### config.mk
export PLATFORM = sky130hd
export DESIGN_NAME = hsl_to_rgb_converter_top
export DESIGN_NICKNAME = d
export VERILOG_FILES = /design/src/hw/rtl/h2r_pkg.sv /design/src/hw/rtl/hsl_to_rgb_converter_top.sv /design/src/hw/rtl/h2r_div15.sv
export SDC_FILE = /design/constraint.sdc
export NUM_CORES = 2
export LEC_CHECK = 0
export ABC_AREA = 1
export BUFFER_PORTS_ARGS = -buffer_cell sky130_fd_sc_hd__buf_2
export CAP_MARGIN = 30
export CORE_UTILIZATION = 44
export CTS_CLUSTER_DIAMETER = 60
export DETAILED_ROUTE_END_ITERATION = 7
export GPL_ROUTABILITY_DRIVEN = 0
export MAX_ROUTING_LAYER = met4
export PLACE_DENSITY = 0.59
export RECOVER_POWER = 25
export SLEW_MARGIN = 20
export SYNTH_ARGS = -nofsm -noshare
export SYNTH_HDL_FRONTEND = slang
export SYNTH_SLANG_ARGS = --single-unit
### constraint.sdc
create_clock -name clk -period 6.5 [get_ports clk]
set_clock_uncertainty 0.2 [all_clocks]
set_input_delay 1.3 -clock clk [delete_from_list [all_inputs] [get_ports clk]]
set_output_delay 1.3 -clock clk [all_outputs]
set_load 0.03 [all_outputs]
### src/hw/rtl/h2r_pkg.sv
// Shared types and hue constants for the HSL to RGB converter.
package h2r_pkg;

  localparam int HUE_W = 15;
  localparam int KW    = 12;

  localparam logic [HUE_W-1:0] DEG60  = 15'd3840;
  localparam logic [HUE_W-1:0] DEG120 = 15'd7680;
  localparam logic [HUE_W-1:0] DEG180 = 15'd11520;
  localparam logic [HUE_W-1:0] DEG240 = 15'd15360;
  localparam logic [HUE_W-1:0] DEG300 = 15'd19200;
  localparam logic [HUE_W-1:0] DEG360 = 15'd23040;

  typedef enum logic [2:0] {
    SEC_RY,
    SEC_YG,
    SEC_GC,
    SEC_CB,
    SEC_BM,
    SEC_MR
  } sector_t;

endpackage

### src/hw/rtl/hsl_to_rgb_converter_top.sv
// Top level of the pipelined HSL to RGB converter.
//
// One command channel in: hue (Q9.6 degrees), saturation, lightness and
// alpha_in are transferred at a rising edge where start is high and busy
// is low. busy is tied low, so a new colour may be transferred every cycle.
// One result channel out: red, green, blue and alpha_out are valid for
// exactly one cycle while done is high. The receiver cannot hold results
// off; every accepted colour produces exactly one result, in order.
// The path from the transfer edge to done runs through seven register
// stages (input, hue sector, chroma multiply, secondary multiply, sum,
// divide by fifteen, output). Throughput: one colour per cycle, since
// every stage takes a new item in each cycle.
// Hue at or above 360 degrees is reduced once by 360. Fractions above one
// are saturated to one; channels are rounded half up and clamped to one.
// Reset (rst, synchronous) clears the stage valid bits and done; the data
// registers are not reset, and items in flight at reset are dropped.
module hsl_to_rgb_converter_top import h2r_pkg::*; #(
  parameter int CHANNEL_FRAC_BITS = 16
) (
  input  logic                         clk,
  input  logic                         rst,
  input  logic                         start,
  output logic                         busy,
  input  logic [HUE_W-1:0]             hue,
  input  logic [CHANNEL_FRAC_BITS:0]   saturation,
  input  logic [CHANNEL_FRAC_BITS:0]   lightness,
  input  logic [CHANNEL_FRAC_BITS:0]   alpha_in,
  output logic                         done,
  output logic [CHANNEL_FRAC_BITS:0]   red,
  output logic [CHANNEL_FRAC_BITS:0]   green,
  output logic [CHANNEL_FRAC_BITS:0]   blue,
  output logic [CHANNEL_FRAC_BITS:0]   alpha_out
);

  localparam int F   = CHANNEL_FRAC_BITS;
  localparam int CW  = F + 1;
  localparam int CNW = 2 * F + 1;
  localparam int KCW = 2 * F + 12;
  localparam int BW  = 2 * F + 2;
  localparam int YNW = 2 * F + 13;
  localparam int YW  = F + 5;
  localparam int QW  = YW - 3;
  localparam logic [CW-1:0] ONE = {1'b1, {F{1'b0}}};

  logic accept;

  // stage A: wrapped hue, saturated fractions
  logic             a_vld;
  logic [HUE_W-1:0] a_hue;
  logic [CW-1:0]    a_sat, a_lit, a_alp;

  // stage B: sector, ramp, 1 - |2L - 1|
  logic          b_vld;
  sector_t       b_sector;
  logic [KW-1:0] b_k;
  logic [CW-1:0] b_omd, b_sat, b_lit, b_alp;

  // stage C: chroma
  logic           c_vld;
  sector_t        c_sector;
  logic [KW-1:0]  c_k;
  logic [CNW-1:0] c_cnum;
  logic [CW-1:0]  c_lit, c_alp;

  // stage D: secondary product, base
  logic           d_vld;
  sector_t        d_sector;
  logic [KCW-1:0] d_kc;
  logic [BW-1:0]  d_base;
  logic [CNW-1:0] d_cnum;
  logic [CW-1:0]  d_alp;

  // stage E: rounded sums
  logic          e_vld;
  sector_t       e_sector;
  logic [YW-1:0] e_y;
  logic [CW-1:0] e_z, e_c;
  logic [CW-1:0] e_alp;

  // stage F: divided secondary
  logic          f_vld;
  sector_t       f_sector;
  logic [QW-1:0] f_x;
  logic [CW-1:0] f_z, f_c;
  logic [CW-1:0] f_alp;

  logic [HUE_W-1:0] hue_w;
  logic [CW-1:0]    sat_s, lit_s, alp_s;

  sector_t          sector_w;
  logic [HUE_W-1:0] t_w, dt_w;
  logic [KW-1:0]    k_w;
  logic [CW:0]      two_l, one2, span;
  logic [CW-1:0]    omd_w;

  logic [2*CW-1:0]  cnum_full;
  logic [KCW-1:0]   kc_w;
  logic [BW-1:0]    base_w;
  logic [BW-1:0]    sum_z, sum_c;
  logic [YNW-1:0]   ynum;

  logic [CW-1:0]    xc, cc, zc;

  assign busy   = 1'b0;
  assign accept = start && !busy;

  // stage A
  always_comb begin
    hue_w = (hue >= DEG360) ? hue - DEG360 : hue;
    sat_s = (saturation > ONE) ? ONE : saturation;
    lit_s = (lightness > ONE) ? ONE : lightness;
    alp_s = (alpha_in > ONE) ? ONE : alpha_in;
  end

  always_ff @(posedge clk) begin
    a_hue <= hue_w;
    a_sat <= sat_s;
    a_lit <= lit_s;
    a_alp <= alp_s;
  end

  // stage B
  always_comb begin
    if (a_hue < DEG60) begin
      sector_w = SEC_RY;
    end else if (a_hue < DEG120) begin
      sector_w = SEC_YG;
    end else if (a_hue < DEG180) begin
      sector_w = SEC_GC;
    end else if (a_hue < DEG240) begin
      sector_w = SEC_CB;
    end else if (a_hue < DEG300) begin
      sector_w = SEC_BM;
    end else begin
      sector_w = SEC_MR;
    end
    if (a_hue < DEG120) begin
      t_w = a_hue;
    end else if (a_hue < DEG240) begin
      t_w = a_hue - DEG120;
    end else begin
      t_w = a_hue - DEG240;
    end
    dt_w  = (t_w >= DEG60) ? t_w - DEG60 : DEG60 - t_w;
    k_w   = KW'(DEG60 - dt_w);
    two_l = {a_lit, 1'b0};
    one2  = {1'b0, ONE};
    span  = (two_l >= one2) ? two_l - one2 : one2 - two_l;
    omd_w = CW'(one2 - span);
  end

  always_ff @(posedge clk) begin
    b_sector <= sector_w;
    b_k      <= k_w;
    b_omd    <= omd_w;
    b_sat    <= a_sat;
    b_lit    <= a_lit;
    b_alp    <= a_alp;
  end

  // stage C
  assign cnum_full = (2*CW)'(b_omd) * (2*CW)'(b_sat);

  always_ff @(posedge clk) begin
    c_sector <= b_sector;
    c_k      <= b_k;
    c_cnum   <= cnum_full[CNW-1:0];
    c_lit    <= b_lit;
    c_alp    <= b_alp;
  end

  // stage D
  assign kc_w   = KCW'(c_k) * KCW'(c_cnum);
  assign base_w = (BW'(c_lit) << (F + 1)) - BW'(c_cnum);

  always_ff @(posedge clk) begin
    d_sector <= c_sector;
    d_kc     <= kc_w;
    d_base   <= base_w;
    d_cnum   <= c_cnum;
    d_alp    <= c_alp;
  end

  // stage E: 1920 * (base + one) + k * cnum over 3840 * one
  always_comb begin
    sum_z = d_base + BW'(ONE);
    sum_c = d_base + (BW'(d_cnum) << 1) + BW'(ONE);
    ynum  = (YNW'(sum_z) << 11) - (YNW'(sum_z) << 7) + YNW'(d_kc);
  end

  always_ff @(posedge clk) begin
    e_sector <= d_sector;
    e_y      <= ynum[YNW-1:F+8];
    e_z      <= sum_z[BW-1:F+1];
    e_c      <= sum_c[BW-1:F+1];
    e_alp    <= d_alp;
  end

  // stage F
  h2r_div15 #(
    .YW (YW)
  ) u_div15 (
    .clk (clk),
    .y   (e_y),
    .q   (f_x)
  );

  always_ff @(posedge clk) begin
    f_sector <= e_sector;
    f_z      <= e_z;
    f_c      <= e_c;
    f_alp    <= e_alp;
  end

  // stage G: clamp and place by sector
  always_comb begin
    xc = (f_x > QW'(ONE)) ? ONE : f_x[CW-1:0];
    cc = (f_c > ONE) ? ONE : f_c;
    zc = (f_z > ONE) ? ONE : f_z;
  end

  always_ff @(posedge clk) begin
    unique case (f_sector)
      SEC_RY: begin
        red <= cc; green <= xc; blue <= zc;
      end
      SEC_YG: begin
        red <= xc; green <= cc; blue <= zc;
      end
      SEC_GC: begin
        red <= zc; green <= cc; blue <= xc;
      end
      SEC_CB: begin
        red <= zc; green <= xc; blue <= cc;
      end
      SEC_BM: begin
        red <= xc; green <= zc; blue <= cc;
      end
      default: begin
        red <= cc; green <= zc; blue <= xc;
      end
    endcase
    alpha_out <= f_alp;
  end

  // valid chain
  always_ff @(posedge clk) begin
    if (rst) begin
      a_vld <= 1'b0;
      b_vld <= 1'b0;
      c_vld <= 1'b0;
      d_vld <= 1'b0;
      e_vld <= 1'b0;
      f_vld <= 1'b0;
      done  <= 1'b0;
    end else begin
      a_vld <= accept;
      b_vld <= a_vld;
      c_vld <= b_vld;
      d_vld <= c_vld;
      e_vld <= d_vld;
      f_vld <= e_vld;
      done  <= f_vld;
    end
  end

  a_latency: assert property (@(posedge clk) disable iff (rst) a_vld |-> ##6 done)
    else $error("stage A item did not reach the output in six cycles");

  a_order: assert property (@(posedge clk) disable iff (rst)
    f_vld |-> (QW'(f_z) <= f_x) && (f_x <= QW'(f_c)))
    else $error("secondary component outside zero..chroma range");

  a_range: assert property (@(posedge clk) disable iff (rst)
    done |-> (red <= ONE) && (green <= ONE) && (blue <= ONE) && (alpha_out <= ONE))
    else $error("channel above one");

endmodule

### src/hw/rtl/h2r_div15.sv
// Registered divide by fifteen through a reciprocal multiply.
module h2r_div15 import h2r_pkg::*; #(
  parameter int YW = 21
) (
  input  logic          clk,
  input  logic [YW-1:0] y,
  output logic [YW-4:0] q
);

  localparam int S  = YW + 4;
  localparam int RW = S - 3;
  localparam int PW = YW + RW;
  localparam logic [63:0] RECIP64 = ((64'd1 << S) + 64'd14) / 64'd15;
  localparam logic [RW-1:0] RECIP = RECIP64[RW-1:0];

  logic [PW-1:0] prod;

  assign prod = PW'(y) * PW'(RECIP);

  always_ff @(posedge clk) begin
    q <= prod[PW-1:S];
  end

endmodule
Word level (Yosys, flattened, before mapping)
Cells that the tools add are included.

word-level totals
  word-level logic and storage cells = 103
  bits in registers = 584

operators by class
  $mul = 3
  add/sub/neg operators = 15
  reduce and logical (&&, ||, !) cells = 9
  order comparisons = 14
  muxes and demuxes = 15
  eq/ne operators = 4

operators by type and width
  operator                number
  $pmux 17 s2             3
  $gt 17x17->1 const B    5
  $add 34x17->34 const B  2
  $mux 17                 4
  $add 45x44->45          1
  $mux 15                 3
  $sub 45x41->45          1
  $mul 12x33->44          1
  $mul 21x22->43 const B  1
  $add 34x34->34          1
  $sub 17x17->17 const A  2
  $sub 34x33->34          1
  $mul 17x17->33          1
  $lt 15x14->1 const B    2
  $sub 12x12->12 const A  2
  $ge 18x17->1 const B    1
  $gt 18x17->1 const B    1
  $sub 17x17->17 const B  1
  $ge 15x12->1 const B    1
  $ge 15x15->1 const B    1
  $lt 15x12->1 const B    1
  $lt 15x13->1 const B    1
  $lt 15x15->1 const B    1
  $sub 15x13->15 const B  1
  12 further kinds        21

Depth between registers and ports, before layout
  word-level depth = 6
  mapped depth = 28
  mapped depth without buffers = 28

By module
From an unflattened synthesis, not the netlist that was laid out.

unflattened totals
  cell total of the unflattened synthesis = 6135
  area, all modules = 49476.2 µm²

by module, submodules not included
  module                    instances  cells each  area each (µm²)
  hsl_to_rgb_converter_top  1          5186        42803.6
  h2r_div15                 1          949         6672.6

Worst setup path before layout
No wires, ideal clock.

  kind = reg2reg
  from = register b_omd[10]
  to = register c_cnum[29]
  data arrival time = 5.610 ns
  setup time = 0.127 ns
  period minus slack after synthesis = 5.937 ns
  required time = 6.173 ns
  cell stages (with the launch flop) = 22
  slack = 0.563 ns
  path buffers = 2
  cells stage by stage = dfxtp_1 > clkbuf_1 > clkbuf_1 > nand2_1 > fa_1 > fa_1 > fa_1 > inv_1 > fa_1 > fa_1 > inv_1 > fa_1 > inv_1 > ha_1 > a21oi_1 > a21boi_0 > nand3_1 > a21oi_1 > o21bai_1 > a21oi_1 > o21ai_0 > xor2_1

on the way
  cells in the longest elaborated chain, start to end = 1

RTL lines
  what                      line                             text
  start: declaration        hsl_to_rgb_converter_top.sv:56   logic [CW-1:0] b_omd, b_sat, b_lit, b_alp;
  start signal: assignment  hsl_to_rgb_converter_top.sv:155  b_omd <= omd_w;
  $mul 17x17->33            hsl_to_rgb_converter_top.sv:162  assign cnum_full = (2*CW)'(b_omd) * (2*CW)'(b_sat);
  named net cnum_full[29]   hsl_to_rgb_converter_top.sv:96   logic [2*CW-1:0] cnum_full;
  end signal: assignment    hsl_to_rgb_converter_top.sv:167  c_cnum <= cnum_full[CNW-1:0];
  end: declaration          hsl_to_rgb_converter_top.sv:62   logic [CNW-1:0] c_cnum;

The timed path passes the listed nets, and every way through them passes these cells.
A chain may end at the register's enable or synchronous reset.

Final worst setup path
  from = register b_omd[11]
  to = register c_cnum[29]

Same word-level chain as after synthesis.

==> impl_metrics.py <==
metrics = {
    "cts": {
        "htree_levels": 3,
        "cts_tree": "built",
        "cts.sinks": 577,
        "cts_setup_buffers": 0,
        "clk_path_buf_depth": 3,
        "cts_hold_buf": 0,
        "clockRootBuffer": "clkbuf_16",
        "clk_latency_ns": 0.65,
        "clk_pin_slew_worst_paths_ns": 0.06,
        "post_cts_resized": 0,
        "cts_buffers": 69,
    },
    "finish": {
        "finalNonFillerCells": 7465,
        "fill_cells": 10500,
        "nets": 7152,
        "final-seq-area_sq_um": 11600,
        "syn2layout_area_growth_pct": 10.7,
        "drive_gt1_frac": 0.0701,
        "multiInputGateArea_sq_um": 30700,
        "post-route-util": 0.491,
    },
    "sta": {
        "period_needed_ns": 6.09,
        "fin_crit_sh": 0.937,
        "final-setup-viol-count": 0,
        "tightest_slew_ns": 0.909,
        "fmax_mhz": 164,
        "slew_viol_final": 0,
        "hold_viol_final": 0,
        "grt_setup_unrepaired": "false",
        "slew-limit-headroom": 0.393,
        "setup_ws_ns": 0.412,
        "setup-tns-final_ns": 0,
    },
    "worst_setup_path": {
        "reg2reg_setup_slack_ns": 0.41,
        "cp-end-kind": "register",
        "start_kind": "register",
        "crit_fanout": 10,
        "worstPathCellList": "nand2_1, fa_1, fa_1, fa_1, inv_1, fa_1, fa_1, inv_1, fa_1, inv_1, ha_1, a21oi_1, a21boi_0, nand3_1, a21oi_1, o21bai_1, a21oi_1, o21ai_0, xor2_1",
        "critPathBufInv": 3,
        "critPathSlowestCell": "dfxtp_1",
        "path_class": "reg2reg",
        "cp_top_family": "adder cells",
        "cp_data_required_time_ns": 6.83,
        "cp.arrival_ns": 6.42,
        "worst_path_largest_cell_delay_ns": 0.56,
        "path_common_cell": "fa_1",
    },
    "yosys": {
        "ys_warn_count": 0,
        "syn_nets": 7003,
        "synthFlopType": "dfxtp_1",
        "synth_compound_area_frac": 0.0667,
        "yosysMostFrequentCell": "inv_1",
        "yosys-top-cells-count": "inv_1 (1418), nand2_1 (1198), fa_1 (597), dfxtp_1 (577), ha_1 (491)",
        "synth_mux_area_frac": 0,
        "synth_top_cells_by_area": "fa_1 (25%), dfxtp_1 (24%), ha_1 (13%)",
        "syn_avg_cell_area_sq_um": 8.26,
        "yosysUniqueCellTypes": 58,
        "synth_seq_cells": 577,
        "synth_top_cell_by_area": "fa_1",
        "synth_top_area_share": 0.248,
        "synth_top_family_by_area": "adder cells",
        "synth-simple-area-share": 0.155,
        "syn-cell-area_sq_um": 48300,
        "yosysSeqAreaShare": 0.239,
        "async_flop_share": 0,
        "synthAdderAreaFrac": 0.375,
        "synth_xor_area_frac": 0.0396,
        "synth_edf_count": 0,
        "netlist_instances": 5846,
    },
    "floorplan": {
        "die_h_um": 333,
        "die-area_sq_um": 111000,
        "start_util": 0.443,
        "boundaryPins": 139,
        "fp-row-count": 121,
        "die_w_um": 333,
        "core_sq_um": 109000,
    },
    "placed_design": {
        "place_inst": 7336,
        "place_ws_ns": 0.327,
        "hpwl_um": 102000,
        "numPortBuffers": 137,
    },
    "global_routing": {
        "grt_usage": 0.231,
        "grt-ovfl-total": 0,
        "grt_start_max_net_pins": 49,
        "grt_antenna_before_repair": 4,
        "grt_pass1_wl_um": 198000,
        "grt_pass1_vias": 37500,
    },
    "route": {
        "wl_per_cell_um": 16.3,
        "drtIter0Drc": 2210,
        "drc": 0,
        "drt.antenna.violating_nets": 0,
        "via_count": 36700,
        "dr.pass1.iters": 8,
        "vias_per_cell": 4.92,
        "routed_wl_um": 122000,
    },
    "outcome": {
        "outcome": "finished, final reports clean",
    },
    "worst_hold_path": {
        "hold_path.class": "reg2reg",
    },
    "flow_run": {
        "maxCapViolations": 0,
    },
}
-- layout by cell type (no fill, tap or decap), types with 6 or more instances in the layout --
| master | count |
|---|---|
| nand2_2 | 13 |
| clkbuf_1 | 11 |
| o21ai_1 | 9 |
| nand2_4 | 6 |
| inv_8 | 7 |
| a31oi_1 | 33 |
| o21a_1 | 16 |
| fa_1 | 597 |
| clkbuf_16 | 69 |
| o21bai_1 | 13 |
| a21oi_1 | 227 |
| ha_1 | 491 |
| xnor2_1 | 64 |
| dfxtp_1 | 566 |
| nand3_1 | 145 |
| xor2_1 | 149 |
| a21boi_0 | 12 |
| nand2_1 | 1198 |
| clkbuf_8 | 7 |
| o221ai_1 | 6 |
| nor3_1 | 39 |
| dfxtp_2 | 11 |
| bufinv_16 | 7 |
| nand4_1 | 43 |
| a21o_1 | 20 |
| buf_2 | 139 |
| o31ai_1 | 8 |
| inv_1 | 1418 |
| or2_2 | 6 |
| buf_4 | 106 |
| a221oi_1 | 6 |
| o211ai_1 | 53 |
| nor2_1 | 307 |
| o21ai_0 | 130 |
| nor4_1 | 41 |
-- kinds of logic (layout without fill, tap and decap cells) --
group           count (synthesis)  in the layout
other cells                     1              2
buf+inv                      1592           1796
simple gates                 1821           1821
fa+ha+maj                    1088           1088
flops                         577            577
compound gates                552            552
xor+xnor                      215            215
-- stage by stage --
step | area, sq um | hold slack, ns
3_3_place_gp | 50900 | 0.110
3_5_place_dp | 50900 | 0.112
6_report | 53400 | 0.115
4_1_cts | 53400 | 0.112
5_1_grt | 53400 | 0.119
2_1_floorplan | 48300 | 0.110
-- worst reg2reg max path, delay by kind of cell, from the launching register on --
family          cells  cell delay [ns]
fa+ha+maj           7             3.38
xor+xnor            1             0.16
simple gates        2             0.33
buf+inv             3             0.14
flops               1             0.56
compound gates      6             1.17
-- area by class of cell --
cell class              count  share of cell area
inverters                1422              0.0999
well taps                1414              0.0331
multi-input cells        3677               0.575
diodes                      1           0.0000468
repair buffers            248              0.0290
clock buffers              87              0.0349
clock inverters            39              0.0119
flip-flops and latches    577               0.216
-- routing by layer --
layer	global-route usage	vias up	routed length [um]
met5	-	-	0
met4	0.0716	0	3870
met3	0.0230	206	5550
met2	0.383	930	57900
met1	0.296	17600	54400
li1	-	18000	-
-- state kept, by name (all words and copies together), names as in the netlist, 18 cells and up --
register   flops
u_div15.q     18
d_kc          43
c_cnum        32
d_base        32
e_y           21
d_cnum        32
-- final timing paths --
kind | endpoint | depth (start not counted) | from
setup / recovery | c_cnum[29]$_DFF_P_ | 19 | b_omd[11]$_DFF_P_
hold / removal | c_k[5]$_DFF_P_ | 0 | b_k[5]$_DFF_P_
setup reg to reg | c_cnum[29]$_DFF_P_ | 19 | b_omd[11]$_DFF_P_
hold reg to reg | c_k[5]$_DFF_P_ | 0 | b_k[5]$_DFF_P_
Power is left out: the tool's default activity adds up to more than one toggle a clock period on the data nets, which glitch-free logic cannot reach.
